`config.mk`:
```
export PLATFORM = sky130hd
export DESIGN_NAME = infix_to_postfix_converter_unit
export DESIGN_NICKNAME = d
export VERILOG_FILES = /design/src/hw/rtl/i2p_pkg.sv /design/src/hw/rtl/i2p_out_stage.sv /design/src/hw/rtl/infix_to_postfix_converter_unit.sv
export SDC_FILE = /design/constraint.sdc
export NUM_CORES = 1
export LEC_CHECK = 0
export ABC_AREA = 1
export BUFFER_PORTS_ARGS = -buffer_cell sky130_fd_sc_hd__buf_2
export CELL_PAD_IN_SITES_DETAIL_PLACEMENT = 1
export CELL_PAD_IN_SITES_GLOBAL_PLACEMENT = 1
export CORE_AREA = 2 2 119 121
export CTS_CLUSTER_SIZE = 24
export DETAILED_ROUTE_END_ITERATION = 10
export DIE_AREA = 0 0 121 123
export PLACE_DENSITY = 0.75
export SLEW_MARGIN = 25
export SYNTH_ARGS = -nofsm -noshare
export SYNTH_HDL_FRONTEND = slang
export SYNTH_SLANG_ARGS = --single-unit
```
`constraint.sdc`:
```
create_clock -name clk -period 2.9 [get_ports clk]
set_input_delay 0 -clock clk [delete_from_list [all_inputs] [get_ports clk]]
set_output_delay 0 -clock clk [all_outputs]
set_load 0.005 [all_outputs]
```
`src/hw/rtl/i2p_pkg.sv`:
```
package i2p_pkg;

  localparam int STACK_DEPTH_DEF = 16;

  // ASCII characters the converter recognizes or produces.
  localparam logic [7:0] CH_NUL    = 8'h00;
  localparam logic [7:0] CH_SPACE  = 8'h20;
  localparam logic [7:0] CH_LPAREN = 8'h28;
  localparam logic [7:0] CH_RPAREN = 8'h29;
  localparam logic [7:0] CH_STAR   = 8'h2A;
  localparam logic [7:0] CH_PLUS   = 8'h2B;
  localparam logic [7:0] CH_MINUS  = 8'h2D;
  localparam logic [7:0] CH_SLASH  = 8'h2F;
  localparam logic [7:0] CH_DIG_LO = 8'h30;
  localparam logic [7:0] CH_DIG_HI = 8'h39;
  localparam logic [7:0] CH_UC_LO  = 8'h41;
  localparam logic [7:0] CH_UC_HI  = 8'h5A;
  localparam logic [7:0] CH_LC_LO  = 8'h61;
  localparam logic [7:0] CH_LC_HI  = 8'h7A;

  // Operator codes held on the stack.
  localparam logic [2:0] OP_LPAREN = 3'd0;
  localparam logic [2:0] OP_PLUS   = 3'd1;
  localparam logic [2:0] OP_MINUS  = 3'd2;
  localparam logic [2:0] OP_MUL    = 3'd3;
  localparam logic [2:0] OP_DIV    = 3'd4;

  // Result status codes.
  localparam logic [1:0] ST_OK        = 2'd0;
  localparam logic [1:0] ST_UNMATCHED = 2'd1;
  localparam logic [1:0] ST_OVERFLOW  = 2'd2;

  typedef enum logic [2:0] {
    CLS_ALNUM,
    CLS_OPEN,
    CLS_CLOSE,
    CLS_OP,
    CLS_OTHER
  } char_class_t;

  typedef enum logic [2:0] {
    S_IDLE,
    S_CHK,
    S_SP2,
    S_ERR,
    S_END_SP,
    S_FLUSH
  } state_t;

  // One result handed from the control logic to the output stage.
  // finish marks the result already held as the last one of its item.
  typedef struct packed {
    logic       valid;
    logic       last;
    logic       finish;
    logic [7:0] ch;
    logic       done;
    logic [1:0] status;
  } emit_t;

  function automatic char_class_t classify(logic [7:0] c);
    char_class_t k;
    if ((c >= CH_DIG_LO && c <= CH_DIG_HI) || (c >= CH_UC_LO && c <= CH_UC_HI) ||
        (c >= CH_LC_LO && c <= CH_LC_HI)) begin
      k = CLS_ALNUM;
    end else if (c == CH_LPAREN) begin
      k = CLS_OPEN;
    end else if (c == CH_RPAREN) begin
      k = CLS_CLOSE;
    end else if (c == CH_PLUS || c == CH_MINUS || c == CH_STAR || c == CH_SLASH) begin
      k = CLS_OP;
    end else begin
      k = CLS_OTHER;
    end
    return k;
  endfunction

  function automatic logic [2:0] op_code_of(logic [7:0] c);
    logic [2:0] code;
    case (c)
      CH_PLUS:  code = OP_PLUS;
      CH_MINUS: code = OP_MINUS;
      CH_STAR:  code = OP_MUL;
      CH_SLASH: code = OP_DIV;
      default:  code = OP_LPAREN;
    endcase
    return code;
  endfunction

  function automatic logic [7:0] op_char(logic [2:0] code);
    logic [7:0] c;
    case (code)
      OP_PLUS:  c = CH_PLUS;
      OP_MINUS: c = CH_MINUS;
      OP_MUL:   c = CH_STAR;
      OP_DIV:   c = CH_SLASH;
      default:  c = CH_LPAREN;
    endcase
    return c;
  endfunction

  function automatic logic [1:0] prio(logic [2:0] code);
    logic [1:0] p;
    case (code)
      OP_PLUS, OP_MINUS: p = 2'd1;
      OP_MUL, OP_DIV:    p = 2'd2;
      default:           p = 2'd0;
    endcase
    return p;
  endfunction

endpackage

```
`src/hw/rtl/i2p_out_stage.sv`:
```
module i2p_out_stage (
  input  logic              clk,
  input  logic              rst,
  input  i2p_pkg::emit_t    emit,
  output logic              can_emit,
  input  logic              out_stall,
  output logic              out_valid,
  output logic [7:0]        char_out,
  output logic              run_last,
  output logic              expr_done,
  output logic [1:0]        status
);

  // A result is held back one step in the pending register so that its
  // run_last bit can be set once the control logic knows whether more
  // results of the same item follow.
  logic       pend_v;
  logic       pend_last;
  logic [7:0] pend_ch;
  logic       pend_done;
  logic [1:0] pend_status;
  logic       out_free;
  logic       move;

  assign out_free = !out_valid || !out_stall;
  assign can_emit = !pend_v || out_free;
  assign move     = pend_v && out_free && (pend_last || emit.valid);

  always_ff @(posedge clk) begin
    if (rst) begin
      pend_v    <= 1'b0;
      out_valid <= 1'b0;
    end else begin
      if (move) begin
        out_valid <= 1'b1;
      end else if (out_free) begin
        out_valid <= 1'b0;
      end
      if (emit.valid) begin
        pend_v <= 1'b1;
      end else if (move) begin
        pend_v <= 1'b0;
      end
    end
  end

  always_ff @(posedge clk) begin
    if (move) begin
      char_out  <= pend_ch;
      run_last  <= pend_last;
      expr_done <= pend_done;
      status    <= pend_status;
    end
    if (emit.valid) begin
      pend_ch     <= emit.ch;
      pend_last   <= emit.last;
      pend_done   <= emit.done;
      pend_status <= emit.status;
    end else if (emit.finish) begin
      pend_last <= 1'b1;
    end
  end

endmodule

```
`src/hw/rtl/infix_to_postfix_converter_unit.sv`:
```
// Infix to postfix converter (shunting-yard).
// Input channel: one ASCII character per item on char_in, with expr_end set
// on the final character of an expression. Output channel: one postfix
// character per item on char_out, with run_last on the last result caused
// by an input item, expr_done on the final result of the expression and
// status reporting an unmatched ')' or an operator stack overflow.
// The operator stack sits in a synchronous RAM with a registered read.
// Letters, digits, '(' and ignored characters are handled as they are accepted.
// An operator or ')' emits a separator and then pops entries one at a time,
// each pop followed by a read of the new top; after each operator pop a
// separator follows as well. The end-of-expression flush emits a separator
// and then pops every stacked entry, each pop followed by a RAM read.
// A result reaches char_out through a pending register, where it waits
// until its run_last bit is known.
// When the receiver stalls, production of results pauses and input is
// stalled; nothing is lost. Reset clears the stack count, the error state
// and both valid flags; the RAM contents are left as they are, since data
// read from entries at or above the stack count is never used.
module infix_to_postfix_converter_unit #(
  parameter int STACK_DEPTH = i2p_pkg::STACK_DEPTH_DEF
) (
  input  logic       clk,
  input  logic       rst,
  input  logic       in_valid,
  output logic       in_stall,
  input  logic [7:0] char_in,
  input  logic       expr_end,
  output logic       out_valid,
  input  logic       out_stall,
  output logic [7:0] char_out,
  output logic       run_last,
  output logic       expr_done,
  output logic [1:0] status
);

  localparam int CW = $clog2(STACK_DEPTH + 1);
  localparam int AW = $clog2(STACK_DEPTH);

  i2p_pkg::state_t      state, state_next;
  logic [CW-1:0]        count, count_next;
  logic                 err_hold, err_hold_next;
  logic [1:0]           err_code, err_code_next;
  i2p_pkg::char_class_t kind, kind_next;
  logic                 end_r, end_next;
  logic [2:0]           code_r, code_next;

  logic [2:0]           mem [STACK_DEPTH];
  logic [2:0]           rd_data;
  logic                 rd_en;
  logic [AW-1:0]        rd_addr;
  logic                 wr_en;
  logic [AW-1:0]        wr_addr;
  logic [2:0]           wr_data;

  i2p_pkg::emit_t       emit;
  logic                 can_emit;
  logic                 accept;
  i2p_pkg::char_class_t in_kind;
  logic [CW-1:0]        count_m1;
  logic [CW-1:0]        count_m2;
  logic                 full;
  logic                 empty;

  assign count_m1 = count - CW'(1);
  assign count_m2 = count - CW'(2);
  assign full     = (count == CW'(STACK_DEPTH));
  assign empty    = (count == '0);
  assign in_kind  = i2p_pkg::classify(char_in);
  assign in_stall = (state != i2p_pkg::S_IDLE) || !can_emit;
  assign accept   = in_valid && !in_stall;

  // Every push either ends the item or hands over to the flush, so the next
  // read is issued at a later edge than the write and never meets it.
  always_ff @(posedge clk) begin
    if (wr_en) begin
      mem[wr_addr] <= wr_data;
    end
  end

  always_ff @(posedge clk) begin
    if (rd_en) begin
      rd_data <= mem[rd_addr];
    end
  end

  always_ff @(posedge clk) begin
    if (rst) begin
      state    <= i2p_pkg::S_IDLE;
      count    <= '0;
      err_hold <= 1'b0;
    end else begin
      state    <= state_next;
      count    <= count_next;
      err_hold <= err_hold_next;
    end
  end

  always_ff @(posedge clk) begin
    err_code <= err_code_next;
    kind     <= kind_next;
    end_r    <= end_next;
    code_r   <= code_next;
  end

  always_comb begin
    state_next    = state;
    count_next    = count;
    err_hold_next = err_hold;
    err_code_next = err_code;
    kind_next     = kind;
    end_next      = end_r;
    code_next     = code_r;
    rd_en         = 1'b0;
    rd_addr       = count_m1[AW-1:0];
    wr_en         = 1'b0;
    wr_addr       = count[AW-1:0];
    wr_data       = code_r;
    emit          = '0;
    emit.status   = i2p_pkg::ST_OK;

    case (state)
      i2p_pkg::S_IDLE: begin
        if (accept) begin
          kind_next = in_kind;
          end_next  = expr_end;
          code_next = i2p_pkg::op_code_of(char_in);
          if (err_hold) begin
            if (expr_end) begin
              err_hold_next = 1'b0;
            end
          end else begin
            case (in_kind)
              i2p_pkg::CLS_ALNUM: begin
                emit.valid = 1'b1;
                emit.ch    = char_in;
                emit.last  = !expr_end;
                if (expr_end) begin
                  state_next = i2p_pkg::S_END_SP;
                end
              end
              i2p_pkg::CLS_OPEN: begin
                if (full) begin
                  err_code_next = i2p_pkg::ST_OVERFLOW;
                  state_next    = i2p_pkg::S_ERR;
                end else begin
                  wr_en      = 1'b1;
                  wr_data    = i2p_pkg::OP_LPAREN;
                  count_next = count + CW'(1);
                  if (expr_end) begin
                    state_next = i2p_pkg::S_END_SP;
                  end
                end
              end
              i2p_pkg::CLS_CLOSE, i2p_pkg::CLS_OP: begin
                emit.valid = 1'b1;
                emit.ch    = i2p_pkg::CH_SPACE;
                rd_en      = 1'b1;
                state_next = i2p_pkg::S_CHK;
              end
              default: begin
                if (expr_end) begin
                  state_next = i2p_pkg::S_END_SP;
                end
              end
            endcase
          end
        end
      end

      i2p_pkg::S_CHK: begin
        // rd_data holds the current top of the stack here.
        if (kind == i2p_pkg::CLS_CLOSE) begin
          if (empty) begin
            err_code_next = i2p_pkg::ST_UNMATCHED;
            state_next    = i2p_pkg::S_ERR;
          end else if (rd_data != i2p_pkg::OP_LPAREN) begin
            if (can_emit) begin
              emit.valid = 1'b1;
              emit.ch    = i2p_pkg::op_char(rd_data);
              count_next = count_m1;
              rd_en      = 1'b1;
              rd_addr    = count_m2[AW-1:0];
            end
          end else begin
            count_next = count_m1;
            if (end_r) begin
              state_next = i2p_pkg::S_END_SP;
            end else begin
              emit.finish = 1'b1;
              state_next  = i2p_pkg::S_IDLE;
            end
          end
        end else begin
          if (!empty && (i2p_pkg::prio(rd_data) >= i2p_pkg::prio(code_r))) begin
            if (can_emit) begin
              emit.valid = 1'b1;
              emit.ch    = i2p_pkg::op_char(rd_data);
              count_next = count_m1;
              rd_en      = 1'b1;
              rd_addr    = count_m2[AW-1:0];
              state_next = i2p_pkg::S_SP2;
            end
          end else if (full) begin
            err_code_next = i2p_pkg::ST_OVERFLOW;
            state_next    = i2p_pkg::S_ERR;
          end else begin
            wr_en      = 1'b1;
            wr_data    = code_r;
            count_next = count + CW'(1);
            if (end_r) begin
              state_next = i2p_pkg::S_END_SP;
            end else begin
              emit.finish = 1'b1;
              state_next  = i2p_pkg::S_IDLE;
            end
          end
        end
      end

      i2p_pkg::S_SP2: begin
        if (can_emit) begin
          emit.valid = 1'b1;
          emit.ch    = i2p_pkg::CH_SPACE;
          state_next = i2p_pkg::S_CHK;
        end
      end

      i2p_pkg::S_ERR: begin
        if (can_emit) begin
          emit.valid    = 1'b1;
          emit.ch       = i2p_pkg::CH_NUL;
          emit.done     = 1'b1;
          emit.status   = err_code;
          emit.last     = 1'b1;
          count_next    = '0;
          err_hold_next = !end_r;
          state_next    = i2p_pkg::S_IDLE;
        end
      end

      i2p_pkg::S_END_SP: begin
        if (can_emit) begin
          emit.valid = 1'b1;
          emit.ch    = i2p_pkg::CH_SPACE;
          emit.done  = empty;
          emit.last  = empty;
          if (empty) begin
            state_next = i2p_pkg::S_IDLE;
          end else begin
            rd_en      = 1'b1;
            state_next = i2p_pkg::S_FLUSH;
          end
        end
      end

      i2p_pkg::S_FLUSH: begin
        if (can_emit) begin
          emit.valid = 1'b1;
          emit.ch    = i2p_pkg::op_char(rd_data);
          emit.done  = (count == CW'(1));
          emit.last  = (count == CW'(1));
          count_next = count_m1;
          rd_en      = 1'b1;
          rd_addr    = count_m2[AW-1:0];
          if (count == CW'(1)) begin
            state_next = i2p_pkg::S_IDLE;
          end
        end
      end

      default: begin
        state_next = i2p_pkg::S_IDLE;
      end
    endcase
  end

  i2p_out_stage u_out_stage (
    .clk       (clk),
    .rst       (rst),
    .emit      (emit),
    .can_emit  (can_emit),
    .out_stall (out_stall),
    .out_valid (out_valid),
    .char_out  (char_out),
    .run_last  (run_last),
    .expr_done (expr_done),
    .status    (status)
  );

endmodule

```
Yosys cells after proc, flatten, opt, wreduce, memory -nomap -nowiden --
Memories as Yosys holds them, arrays and structs flattened. A register that Yosys moved wholly into a read port is not among the register bits. Index checks and enable logic that the tools add are counted.
Storage, ports and cells: register bits after elaboration 44, RAM bits 48, input port bits 13, output and inout port bits 14, logic and storage cells 233, memories 1
Memories:
- mem | depth 16, width 3, rd ports 1, clocked after memory_dff 1, wr ports 1, RTL line infix_to_postfix_converter_unit.sv:47 | logic [2:0] mem [STACK_DEPTH];
Cells by class: add/subtract/negate cells 3, order comparisons 7, equal/unequal tests 38, mux-type cells 120, reductions and logical operators 47
Operators with widths (number):
- 3-bit 2-to-1 mux | 27
- 5-bit 2-to-1 mux | 10
- 8-bit by 6-bit equality test with 1-bit output, second input constant | 6
- 8-bit case mux with 6 select lines | 1
- 1-bit 2-to-1 mux | 35
- 2-bit 2-to-1 mux | 16
- 3-bit by 2-bit equality test with 1-bit output, second input constant | 9
- 9-bit 2-to-1 mux | 3
- 8-bit 2-to-1 mux | 3
- 3-bit case mux with 4 select lines | 2
- 4-bit 2-to-1 mux | 5
- 5-bit case mux with 4 select lines | 1
- 6-bit 2-to-1 mux | 3
- 3-bit case mux with 6 select lines | 1
- 8-bit by 7-bit >= comparator with 1-bit output, second input constant | 2
- 8-bit by 7-bit <= comparator with 1-bit output, second input constant | 2
- 8-bit case mux with 2 select lines | 1
- 2-bit != test, second input constant | 7
- 3-bit by 1-bit equality test with 1-bit output, second input constant | 4
- 3-bit equality test, second input constant | 4
- 2-bit case mux with 2 select lines | 3
- 6-bit AND reduction | 2
- 2-bit nonzero test | 5
- 2-bit OR reduction | 5
- 29 further kinds | 58

Longest topological paths before layout --
Gate-level depths: netlist (run 1).
depth in word-level cells 18, depth in mapped cells 19, depth with buffers taken out 18

Modules after synthesis --
A second synthesis (run 1) with hierarchy kept.
Second synthesis, totals: cell total of the unflattened synthesis 600, area, all modules 5303.8 um^2
By module, submodules not included:
- infix_to_postfix_converter_unit | instances 1, cells an instance 562, area each 4488.1 um^2, sequential area each 1981.9 um^2
- i2p_out_stage | instances 1, cells an instance 38, area each 815.8 um^2, sequential area each 760.7 um^2

Worst setup path before layout (run 1) --
OpenSTA, ideal clock, no wires.
path kind register to register, from reg rd_data[1], read port of mem, to mem mem[0][0], enable pin, setup time 0.319 ns, arrival 2.088 ns, data required time 2.581 ns, setup slack 0.493 ns, stages on the path, launching flop included 13, path buffers 0, period minus slack after synthesis 2.407 ns, cell sequence edfxtp_1 > a21oi_1 > o21ai_0 > ha_1 > nand2_1 > nand3b_1 > nand2_4 > nand2_1 > nor2_1 > inv_1 > o21ai_1 > nand2_1 > nor2_1
Between the ends: word-level cells in the longest chain between the ends 12, elaborated cells between the ends (all ways) 16, those cells by class order compare (1); eq/ne (4); mux (8); reduce/logical (3)
Ends and longest elaborated chain:
- start: declaration | RTL line infix_to_postfix_converter_unit.sv:48 | logic [2:0] rd_data;
- 3-bit equality test, or another cell as far along | RTL line i2p_pkg.sv:104 | case (code)
- 2-bit OR reduction | RTL line i2p_pkg.sv:104
- 2-bit case mux with 2 select lines * | RTL line i2p_pkg.sv:104
- 2-bit 2-to-1 mux * | RTL line infix_to_postfix_converter_unit.sv:172 | if (kind == i2p_pkg::CLS_CLOSE) begin
- 2-bit 2-to-1 mux * | RTL line infix_to_postfix_converter_unit.sv:121 | case (state)
- 2-bit >= comparator * | RTL line infix_to_postfix_converter_unit.sv:194 | if (!empty && (i2p_pkg::prio(rd_data) >= i2p_pkg::prio(code_r))) begin
- 1-bit logical AND * | RTL line infix_to_postfix_converter_unit.sv:194
- 1-bit 2-to-1 mux * | RTL line infix_to_postfix_converter_unit.sv:194
- 1-bit 2-to-1 mux * | RTL line infix_to_postfix_converter_unit.sv:172
- 1-bit case mux with 2 select lines * | RTL line infix_to_postfix_converter_unit.sv:121
- 1-bit 2-to-1 mux * | RTL line infix_to_postfix_converter_unit.sv:75 | if (wr_en) begin
- 1-bit 2-to-1 mux (not written as such) * | RTL line infix_to_postfix_converter_unit.sv:76 | mem[wr_addr] <= wr_data;
- end: declaration | RTL line infix_to_postfix_converter_unit.sv:47
Every way passes the cells marked *; elsewhere a longest branch is shown, timed or not. The select of a mux whose other input is x is not followed.

Final worst setup path (run 1) --
from reg rd_data[0], read port of mem, to mem mem[2][0], enable pin
Same word-level chain as after synthesis.

==> summary.txt, run 1 <==
Floorplanning
  – Io pins: 27
  – Die X: 121 um
  – Die area: 14880 um^2
  – Row Count: 43
  – Initial Util: 39.42%
  – Core area: 13610 um^2
  – Vert. Die Dim: 123 um

Worst hold path
  – Worst hold stages: 3
  – Hold_sp: char_in[0]
  – Hold WC Path Type: in -> reg
  – Hold EP: code_r[2]$_DFFE_PP_

Finish
  – Share of post-route cells with drive strength above 1: 18.32%
  – Fin cells: around 860
  – Multi-input logic area: 2270 um^2
  – Final nets: 695
  – Filler cells: 1620
  – Number of diodes: 0
  – Sequential cell area: 2743 um^2
  – Area grow syn2layout: 16.72%
  – Post-route cell area: 6264 um^2

Worst setup path
  – Capture point of the worst reg-to-reg path: mem[2][0]$_DFFE_PP_
  – R2R setup slack: 0.17 ns
  – Critical path endpoint category: flop
  – Crit Reg-Reg Startpoint: rd_data[0]$_DFFE_PP_
  – Crit start category: flop
  – Critical path arrival: 2.79 ns
  – CP required: 2.96 ns
  – Critical path class: reg -> reg
  – R2R cell count: 13
  – Crit-path max FO: 6

Clock network
  – Clock Path Buffers: 2
  – Clk pin slew, worst setup/hold paths: 0.06 ns
  – H-Tree Depth: 3
  – Num Clock Sinks: 95
  – CTS buffer count: 9
  – CTS tree: yes
  – Clk_lat worst skew: 0.35 ns
  – Root Buffer: clkbuf_16

Logic synthesis
  – Seq cells post-synth: 95
  – Netlist cell types: 43
  – Syn avg cell area: 8.655 um^2
  – Most used DFF post-synth: edfxtp_1
  – Yosys warns: 0
  – Synthesized netlist cell count: 620
  – Sequential share of the synthesized area: 51.11%
  – Synth Cell Area: about 5400 um^2
  – EDFF count, synth: 84
  – Post-Syn Nets: 643
  – Ys async rst share: 0%

Power and ir drop
  – Power Density: 671.5 nW/um^2
  – Worst vdd ir: 0.0002821 V
  – Pleak: between 2 and 3 nW

Routing
  – Post-route ant nets: 0
  – Routed vias: 4474
  – WL per Instance: 17.49 um
  – Iteration-0 DRC Markers: 264
  – DRC: 0
  – Wirelength, routed: around 15000 um
  – Via density: 5.221
  – Drt pass-1 iters: 5

Timing
  – Headroom to the max-slew limit: 44.67%
  – Period utilization: 94.30%
  – Clk_skew: 0.009806 ns
  – Tmin final: 2.735 ns
  – RSZ-0062 raised after global routing: yes
  – Count of final setup violators: 0
  – Least-Margin Pin Slew: around 0.83 ns
  – Pins Over Slew Limit: 0
  – Fmax: 365.7 MHz
  – Final Hold Viols: 0

Global route
  – Total GRT Usage: a little over a fifth
  – Grt met3 use: 2.998%
  – GR Layer Usage met2: 34.59%
  – Initial antenna violation count: 0
  – Vias in the first global route: between 4000 and 5000
  – Met1 usage: between 20% and 30%
  – First-pass GRT wire length: about 24000 um
  – Grt total ovfl: 0
  – Most used routing layer: met2
  – Maximum number of pins on one net before global-route repair: 25

Run status
  – Status: finished, final reports clean

Placement
  – Dpl cells: 832
  – Gpl congestion: approximately 0.92
  – Post-Place Cell Area: 5777 um^2
  – Hpwl dp: 11340 um
  – Port buffer count: 26

Flow run
  – Max Cap Viol: 0
-- worst max-delay path, cell delays in order (launching register included) --
cell and delay (ns):
edfxtp_1 0.45, a21oi_2 0.18, o21ai_0 0.12, ha_1 0.32, nand2_1 0.07, nand3b_1 0.16, nand2_4 0.15, nand2_1 0.09
nor2_1 0.13, inv_1 0.07, o21ai_1 0.14, buf_4 0.17, nand2_2 0.19, nor2_4 0.18
-- how the worst max path moves through the flow --
stage / start / end / slack [ns]
global route: rd_data[0]$_DFFE_PP_ / mem[3][0]$_DFFE_PP_ / -0.01
detailed placement: rd_data[2]$_DFFE_PP_ / mem[10][2]$_DFFE_PP_ / 0.05
global placement: rd_data[2]$_DFFE_PP_ / mem[10][2]$_DFFE_PP_ / 0.16
CTS: rd_data[2]$_DFFE_PP_ / mem[2][0]$_DFFE_PP_ / 0.04
floorplan: rd_data[1]$_DFFE_PP_ / mem[0][0]$_DFFE_PP_ / 0.49
finish: rd_data[0]$_DFFE_PP_ / mem[2][0]$_DFFE_PP_ / 0.17
-- cells by family (layout without fill, tap and decap cells) --
logic type	Yosys count	in the layout	synth area share, %
xor+xnor	8	8	1.306
other cells	1	1	0.06988
simple gates	306	306	27.47
buf+inv	122	179	9.396
flops	95	95	51.11
compound gates	78	78	8.324
fa+ha+maj	10	10	2.332
-- flip-flops by register name, indices dropped and copies added (netlist names), 3 cells and up --
register              count
mem                      48
u_out_stage.pend_ch       8
kind                      3
code_r                    3
count                     5
rd_data                   3
u_out_stage.char_out      8
state                     3
-- stage by stage --
| step | total power, mW | setup TNS, ns | utilization [%] | hold WS, ns | setup WS (ns) |
|---|---|---|---|---|---|
| 6_report | 4.206 | 0 | 46.02 | 0.06798 | 0.1654 |
| 5_1_grt | 4.420 | -0.1368 | 46.02 | 0.06912 | -0.01390 |
| 4_1_cts | 4.143 | 0 | 44.64 | 0.06063 | 0.04481 |
| 3_5_place_dp | 3.045 | 0 | 42.44 | 0.2723 | 0.05231 |
| 3_3_place_gp | 3.001 | 0 | 42.38 | 0.2626 | 0.1552 |
| 2_1_floorplan | 2.647 | 0 | - | 0.09887 | 0.4927 |
-- cells in the mapped netlist, types with 2 or more instances --
master | count | area [um^2]
nand3_4 | 2 | 35.03
buf_1 | 2 | 7.510
nand2_1 | 120 | 450.4
or2_2 | 2 | 12.51
edfxtp_1 | 84 | 2522
xor2_1 | 8 | 70.07
nand2_2 | 4 | 25.02
a21boi_0 | 2 | 15.01
nand3_2 | 2 | 20.02
o22ai_1 | 3 | 18.77
buf_4 | 4 | 30.03
nor2_1 | 52 | 195.2
ha_1 | 10 | 125.1
nand3b_1 | 13 | 97.59
clkbuf_1 | 2 | 7.510
o211ai_1 | 5 | 37.54
dfxtp_1 | 11 | 220.2
a21oi_1 | 20 | 100.1
nand4_1 | 7 | 43.79
nor3_1 | 3 | 15.01
nand3_1 | 87 | 435.4
o221ai_1 | 3 | 26.28
inv_1 | 99 | 371.6
inv_2 | 9 | 33.78
nor2_2 | 3 | 18.77
o21ai_0 | 36 | 180.2
nand2_4 | 5 | 56.30
buf_6 | 4 | 45.04
nor4_1 | 2 | 12.51
o21ai_2 | 2 | 17.52
nor3_4 | 2 | 32.53
-- timing repair --
| item | 4_1_cts | 5_1_grt |
|---|---|---|
| gates resized for setup | 0 | 39 |
| buffers inserted | 0 | 6 |
| endpoints found under the hold margin | 9 | 0 |
| endpoints found under the setup margin | 0 | 63 |
| hold buffers | 3 | 0 |
-- placed cells by master, fill, tap and decap left out, types with 5 or more instances in the layout --
master,n
nor2_2,10
dfxtp_1,11
inv_2,10
buf_2,26
o21ai_0,35
nand2_1,116
nand4_1,7
o211ai_1,5
edfxtp_1,84
nand2_2,8
a21oi_1,19
xor2_1,8
ha_1,10
nand3b_1,13
buf_4,25
clkbuf_16,9
inv_1,98
nand3_1,87
nor2_1,33
nor2_4,13
-- report_power, final --
group | leakage (nW) | internal [mW] | switching, mW
Combinational | 1.68 | 0.439 | 0.942
Sequential | 0.868 | 1.67 | 0.0639
Clock | 0.134 | 0.604 | 0.491
-- area by class of cell --
type                       count  area share, %
timing repair buffer          54          5.553
clock inverter                 3         0.2996
tap                          180          3.596
clock buffer                  13          3.995
sequential                    95          43.79
multi-input combinational    403          36.24
inverter                     109          6.532
-- layer usage --
| layer | up-vias | wire length, um |
|---|---|---|
| met1 | 2181 | 7034 |
| li1 | 2188 | - |
| met2 | 80 | 7087 |
| met3 | 25 | 581 |
| met5 | - | 0 |
| met4 | 0 | 289 |
Note: power is estimated with default switching activity, not from simulation.
==> run 2, diff against run 1 <==
Settings changed: PLACE_DENSITY 0.75 to 0.77.
Clock period 2.9 ns to 2.5 ns, I/O delays scaled along.
==> run 2 against run 1 <==
  * The run now ends with setup timing left
  * Power up 35%
  * Critical path depth up 4
  * Utilization grew 5.3 points
  * Worst hold slack better by 0.026 ns
  * Non-clock buffer count rose by 36
  * Clock power increased by 25%
  * Cell count rose by 4.2%
  * Setup slack worse by 0.57 ns
  * Combinational power up 66%
  * Via count increased by 11%
  * Global-route usage increased by 2.8 points
  * Largest cell class unchanged
==> summary.txt, run 2 (synthesized netlist as in run 1, its figures left out) <==
Flow run
  – Max Cap Viol: 0

Global route
  – Maximum number of pins on one net before global-route repair: 25
  – First-pass GRT wire length: 26780 um
  – Total GRT Usage: a little under a quarter
  – Vias in the first global route: ~5200
  – Initial antenna violation count: 0
  – Grt total ovfl: 0

Clock network
  – Clk pin slew, worst setup/hold paths: roughly 0.06 ns
  – Clock Path Buffers: 2
  – Root Buffer: clkbuf_16
  – Num Clock Sinks: 95
  – H-Tree Depth: 3
  – Clk_lat worst skew: roughly 0.36 ns
  – CTS tree: yes
  – CTS buffer count: 9

Finish
  – Share of post-route cells with drive strength above 1: 29.45%
  – Post-layout util: roughly half
  – Top reg by flops: mem
  – Fin cells: 893
  – Regs by FF count: mem (48), u_out_stage.char_out (8), u_out_stage.pend_ch (8)
  – Filler cells: 1567
  – Commonest non-fill, non-tap cell in the layout: nand2_1
  – Final nets: 731
  – Number of diodes: 0
  – Flip-flop count of the largest register after layout: 48
  – Area grow syn2layout: 30.12%
  – Commonest non-fill, non-tap cells in the layout: 107 x nand2_1, 96 x inv_1, 84 x edfxtp_1

Worst hold path
  – Worst hold stages: 3
  – Hold WC Path Type: in -> reg

Timing
  – Final setup TNS: -24.43 ns
  – Period utilization: 116.1%
  – Least-Margin Pin Slew: 0.7471 ns
  – Final Hold Viols: 0
  – Pins Over Slew Limit: 0
  – Count of final setup violators: 92
  – Headroom to the max-slew limit: 50.14%
  – RSZ-0062 raised after global routing: yes
  – Clk_skew: about 0.016 ns
  – Tmin final: 2.902 ns
  – PnR worst setup slack: -0.4019 ns
  – Fmax: 344.6 MHz

Floorplanning
  – Row Count: between 40 and 50
  – Io pins: 27
  – Initial Util: 39.42%
  – Die X: roughly 120 um
  – Core area: between 10000 and 15000 um^2
  – Die area: roughly 15000 um^2
  – Vert. Die Dim: between 100 and 150 um

Run status
  – Status: finished with violations
  – Failing checks: setup timing

Routing
  – Drt pass-1 iters: 5
  – WL per Instance: 20.80 um
  – Routed vias: 4985
  – DRC: 0
  – Iteration-0 DRC Markers: between 400 and 500
  – Via density: 5.582
  – Post-route ant nets: 0
  – Wirelength, routed: about 19000 um

Power and ir drop
  – Worst vdd ir: 0.0003479 V
  – Pleak: 2.970 nW
  – Design Power: 5.674 mW
  – Power Density: 812.5 nW/um^2

Worst setup path
  – R2R cell count: 17
  – R2R setup slack: -0.40 ns
  – Crit Reg-Reg Startpoint: code_r[0]$_DFFE_PP_
  – Critical path endpoint category: flop
  – Crit start category: flop
  – Crit-path slowest cell: edfxtp_1
  – Most frequent cell on the critical path: nand2_1
  – Capture point of the worst reg-to-reg path: rd_data[1]$_DFFE_PP_
  – CP required: about 2.6 ns
  – Critical path class: reg -> reg
  – Critical Path Max Stage Delay: between 0.3 and 0.4 ns
  – CP Cell Sequence: inv_1 -> o21ai_2 -> nand2_1 -> ha_1 -> nand2_1 -> nand3b_1 -> nand2_4 -> nand2_1 -> nand3_2 -> nand2_2 -> nand2_4 -> buf_12 -> nand3_1 -> nand3_1 -> nand3_1 -> nand3_2 -> nand2_1
  – Crit-path max FO: 8
  – Critical path arrival: around 3 ns
  – Setup crit end: rd_data[1]$_DFFE_PP_
  – Crit path from: code_r[0]$_DFFE_PP_

Placement
  – Port buffer count: 26
  – Hpwl dp: 12020 um
  – Dpl cells: roughly 860
  – Gpl congestion: 0.9267
==> run 2: changes by cell type in the layout (fill, tap and decap cells not counted), moves of 4 or more <==
cell / previous run / this run
buf_4: 25 / 48
nor2_4: 13 / 18
nand2_4: 3 / 8
o21ai_1: 1 / 7
nand2_1: 116 / 107
nand3_2: 2 / 25
o21ai_0: 35 / 27
nand3_1: 87 / 63
buf_6: 0 / 6
a21oi_1: 19 / 15
nor2_1: 33 / 28
==> run 2: layout make-up <==
class,instances,area (um^2),share of cell area [%]
Sequential cell,95,2743,39.28
Inverter,109,415.4,5.949
Tap cell,180,225.2,3.225
Timing Repair Buffer,90,723.2,10.36
Multi-Input combinational cell,403,2587,37.05
Clock inverter,6,60.06,0.8601
Clock buffer,10,229.0,3.279
==> run 2: report_power, final <==
group | leakage, nW | switching (mW) | internal [mW]
clock | 0.140 | 0.607 | 0.772
combinational | 1.96 | 1.45 | 0.839
sequential | 0.868 | 0.0719 | 1.93
==> run 2: stage by stage <==
step	instance area, um^2	setup slack, ns	hold WS, ns
after floorplan	5366	0.09269	0.09887
after global placement	5954	-0.2023	0.2580
after detailed placement	5962	-0.3327	0.2554
after CTS	6741	-0.09924	0.05645
after global routing	6983	-0.5172	0.1304
final	6983	-0.4019	0.09406
==> run 2: metal layers <==
metal	vias up	routed length (um)	track usage [%]
met5	-	0	0
met4	0	686	10.61
met3	61	1197	3.828
met2	216	9411	42.24
met1	2450	7277	28.43
li1	2258	-	-
==> run 2: worst max-delay path, delay by kind of cell, from the launching register on <==
family / cells / cell delay [ns]
adder cells (fa/ha/maj): 1 / 0.34
AND/OR/NAND/NOR: 13 / 1.49
AO/OA/AOI/OAI: 1 / 0.23
buffers and inverters: 2 / 0.23
flip-flops: 1 / 0.36
==> run 2: how the worst min path moves through the flow <==
| stage | start | to |
|---|---|---|
| after detailed placement | expr_end | end_r$_DFFE_PP_ |
| after global routing | char_in[4] | u_out_stage.pend_ch[4]$_DFFE_PP_ |
| after CTS | char_in[0] | code_r[2]$_DFFE_PP_ |
| after global placement | expr_end | end_r$_DFFE_PP_ |
| after floorplan | expr_end | end_r$_DFFE_PP_ |
| final | char_in[1] | code_r[0]$_DFFE_PP_ |
==> run 2: timing repair <==
item,CTS,global route
gates cloned,1,2
pin swaps,13,24
hold buffers,3,0
endpoints found under the setup margin,87,95
gates resized for setup,90,40
buffers inserted,13,6
hold endpoints to repair,8,0
==> run 3, diff against run 2 <==
Settings changed: ABC_AREA 1 to not set, CORE_AREA 2 2 119 121 to 2 2 114 116, DIE_AREA 0 0 121 123 to 0 0 116 118, PLACE_DENSITY 0.77 to 0.74.
==> run 3 against run 2 <==
  * The run still ends with setup timing left
  * Die area fell by 8.0%
  * Setup slack got worse by 0.49 ns
  * Flip-flop and latch count did not move
  * Synthesized area fell by 9.0%
  * Combinational power fell by 83%
  * Highest routed layer unchanged
==> summary.txt, run 3 <==
Run status
  – Status: finished with violations
  – Failing checks: setup timing

Worst setup path
  – CP required: approximately 2.6 ns
  – Critical path endpoint category: flop
  – Crit-path max FO: 6
  – Crit start category: flop
  – Capture point of the worst reg-to-reg path: rd_data[1]$_DFFE_PP_
  – R2R setup slack: -0.89 ns
  – R2R cell count: 12
  – Crit Reg-Reg Startpoint: rd_data[1]$_DFFE_PP_
  – Critical path class: reg -> reg
  – Critical path arrival: 3.49 ns

Logic synthesis
  – Most used DFF post-synth: edfxtp_1
  – Synth Cell Area: between 4000 and 5000 um^2
  – Synth top area share: 51.63%
  – Netlist cell types: a little over 60
  – Synthesized netlist cell count: 418
  – Seq cells post-synth: 95
  – Yosys warns: 0
  – EDFF count, synth: 84
  – Sequential share of the synthesized area: 56.13%
  – Cell with the most instances after synthesis: edfxtp_1
  – Leading area contributor after synthesis: edfxtp_1
  – Syn avg cell area: 11.69 um^2
  – Ys async rst share: 0%
  – Synth cell count leaders: 84 x edfxtp_1, 55 x nor2_1, 37 x nand2_1, 25 x o21ai_0, 23 x a21oi_1
  – Synth top area cells: edfxtp_1 52%, dfxtp_1 4.5%, nor2_1 4.2%
  – Post-Syn Nets: 441

Floorplanning
  – Vert. Die Dim: 118 um
  – Core area: roughly 12000 um^2
  – Die X: 116 um
  – Io pins: 27
  – Row Count: 41
  – Die area: 13690 um^2
  – Initial Util: 39.36%

Timing
  – Tmin final: 3.394 ns
  – RSZ-0062 raised after global routing: yes
  – Headroom to the max-slew limit: 49.51%
  – Fmax: 294.7 MHz
  – Count of final setup violators: 84
  – Final Hold Viols: 0
  – Clk_skew: 0.01200 ns
  – Least-Margin Pin Slew: 0.7540 ns
  – Final setup TNS: -27.65 ns
  – Pins Over Slew Limit: 0
  – Period utilization: 135.7%
  – PnR worst setup slack: -0.8937 ns

Worst hold path
  – Hold WC Path Type: in -> reg
  – Hold_sp: char_in[1]
  – Worst hold stages: 3
  – Hold EP: u_out_stage.pend_ch[1]$_DFFE_PP_

Global route
  – Grt total ovfl: 0
  – Vias in the first global route: 4100
  – Initial antenna violation count: 0
  – First-pass GRT wire length: about 23000 um
  – Total GRT Usage: 22.00%
  – Maximum number of pins on one net before global-route repair: 22

Power and ir drop
  – Power Density: 549.1 nW/um^2
  – Worst vdd ir: 0.0003012 V
  – Pleak: 2.420 nW

Finish
  – Number of diodes: 0
  – Commonest non-fill, non-tap cell in the layout: edfxtp_1
  – Share of post-route cells with drive strength above 1: 38.55%
  – Filler cells: 1303
  – Final nets: 542
  – Area grow syn2layout: 32.93%
  – Regs by FF count: mem (48), u_out_stage.char_out (8), u_out_stage.pend_ch (8)
  – Sequential cell area: 2744 um^2
  – Top reg by flops: mem
  – Commonest non-fill, non-tap cells in the layout: 84 x edfxtp_1, 64 x buf_4, 36 x nor2_1
  – Multi-input logic area: 2308 um^2
  – Fin cells: ~700
  – Flip-flop count of the largest register after layout: 48

Clock network
  – CTS tree: yes
  – Clk pin slew, worst setup/hold paths: 0.08 ns
  – Clock Path Buffers: 2
  – H-Tree Depth: 3
  – Root Buffer: clkbuf_16
  – CTS buffer count: 9
  – Clk_lat worst skew: 0.35 ns
  – Num Clock Sinks: 95

Routing
  – Post-route ant nets: 0
  – Wirelength, routed: ~16000 um
  – DRC: 0
  – Via density: 5.626
  – Drt pass-1 iters: 5
  – Iteration-0 DRC Markers: 337
  – WL per Instance: 22.31 um
  – Routed vias: 3916

Placement
  – Hpwl dp: 9988 um
  – Gpl congestion: ~0.9
  – Pre-CTS setup slack: -0.7943 ns
  – Port buffer count: 26
  – Dpl cells: 659

Flow run
  – Max Cap Viol: 0
==> run 3: cell count changes in the layout (fill, tap and decap cells not counted), moves of 9 or more <==
cell / delta
inv_2: -9
buf_4: +16
nand3_2: -24
mux2i_1: +11
nand3_1: -53
nand2_1: -73
mux4_2: +12
nor2_4: -15
inv_1: -87
nand3b_1: -11
==> run 3: cell families after synthesis <==
logic type	Yosys count	synth area share [%]
and+or+nand+nor	148	14.57
AOI/OAI and AO/OA	95	12.57
DFF	95	56.13
buffers and inverters	29	2.612
muxes	26	8.963
xor gates and xnor gates	14	2.510
adders and majority gates	10	2.561
other	1	0.07675
==> run 3: through the flow <==
stage	cell area, um^2	total power [mW]	hold slack, ns	utilization, %
after floorplan	4950	1.981	0.09887	-
after global placement	5685	2.104	0.2338	45.80
after detailed placement	5690	2.117	0.2405	45.84
after CTS	6289	3.553	0.01969	50.66
after global routing	6495	3.663	0.06389	52.32
final	6495	3.567	0.03142	52.32
==> run 3: how the worst max path moves through the flow <==
stage | from | to
after floorplan | rd_data[1]$_DFFE_PP_ | rd_data[1]$_DFFE_PP_
after global placement | rd_data[0]$_DFFE_PP_ | rd_data[1]$_DFFE_PP_
after detailed placement | rd_data[0]$_DFFE_PP_ | rd_data[0]$_DFFE_PP_
after CTS | rd_data[0]$_DFFE_PP_ | rd_data[0]$_DFFE_PP_
after global routing | rd_data[1]$_DFFE_PP_ | rd_data[1]$_DFFE_PP_
final | rd_data[1]$_DFFE_PP_ | rd_data[1]$_DFFE_PP_
==> run 3: report_power, final <==
| group | internal [mW] | switching, mW | total [mW] |
|---|---|---|---|
| Sequential | 1.78 | 0.0200 | 1.80 |
| Clock | 0.705 | 0.681 | 1.39 |
| Combinational | 0.174 | 0.209 | 0.384 |
| Total | 2.66 | 0.910 | 3.57 |
==> run 3: per-layer routing <==
layer / global-route usage, % / part of all wire, % / vias to the layer above
li1: - / - / 1780
met1: 27.03 / 41 / 1980
met2: 38.45 / 52 / 129
met3: 3.141 / 4.2 / 27
met4: 8.705 / 2.1 / 0
met5: 0 / 0 / -
==> run 3: worst max-delay path, cell delays in order (launching register included) <==
cell and delay [ns]:
edfxtp_1 0.52, buf_6 0.15, nand2_2 0.05, o21ai_2 0.24, ha_4 0.25, a211oi_4 0.29, nor4_4 0.07, o21ai_4 0.18
mux2i_4 0.34, clkbuf_16 0.21, mux4_2 0.52, mux2i_1 0.17, mux2i_1 0.13
==> run 3: layout make-up <==
class                      count  share of cell area [%]
clock inverter                 7                   1.098
clock buffer                   9                   3.468
tap                          172                   3.313
sequential                    95                   42.25
timing repair buffer         109                   13.75
inverter                      10                  0.5779
multi-input combinational    294                   35.54
==> run 3: timing repair <==
| item | CTS | global route |
|---|---|---|
| hold buffers | 4 | 0 |
| buffers inserted | 12 | 7 |
| endpoints found under the hold margin | 6 | 0 |
| pin swaps | 5 | 13 |
| setup endpoints to repair | 102 | 91 |
| cloned | 2 | 2 |
| resized for setup | 33 | 42 |
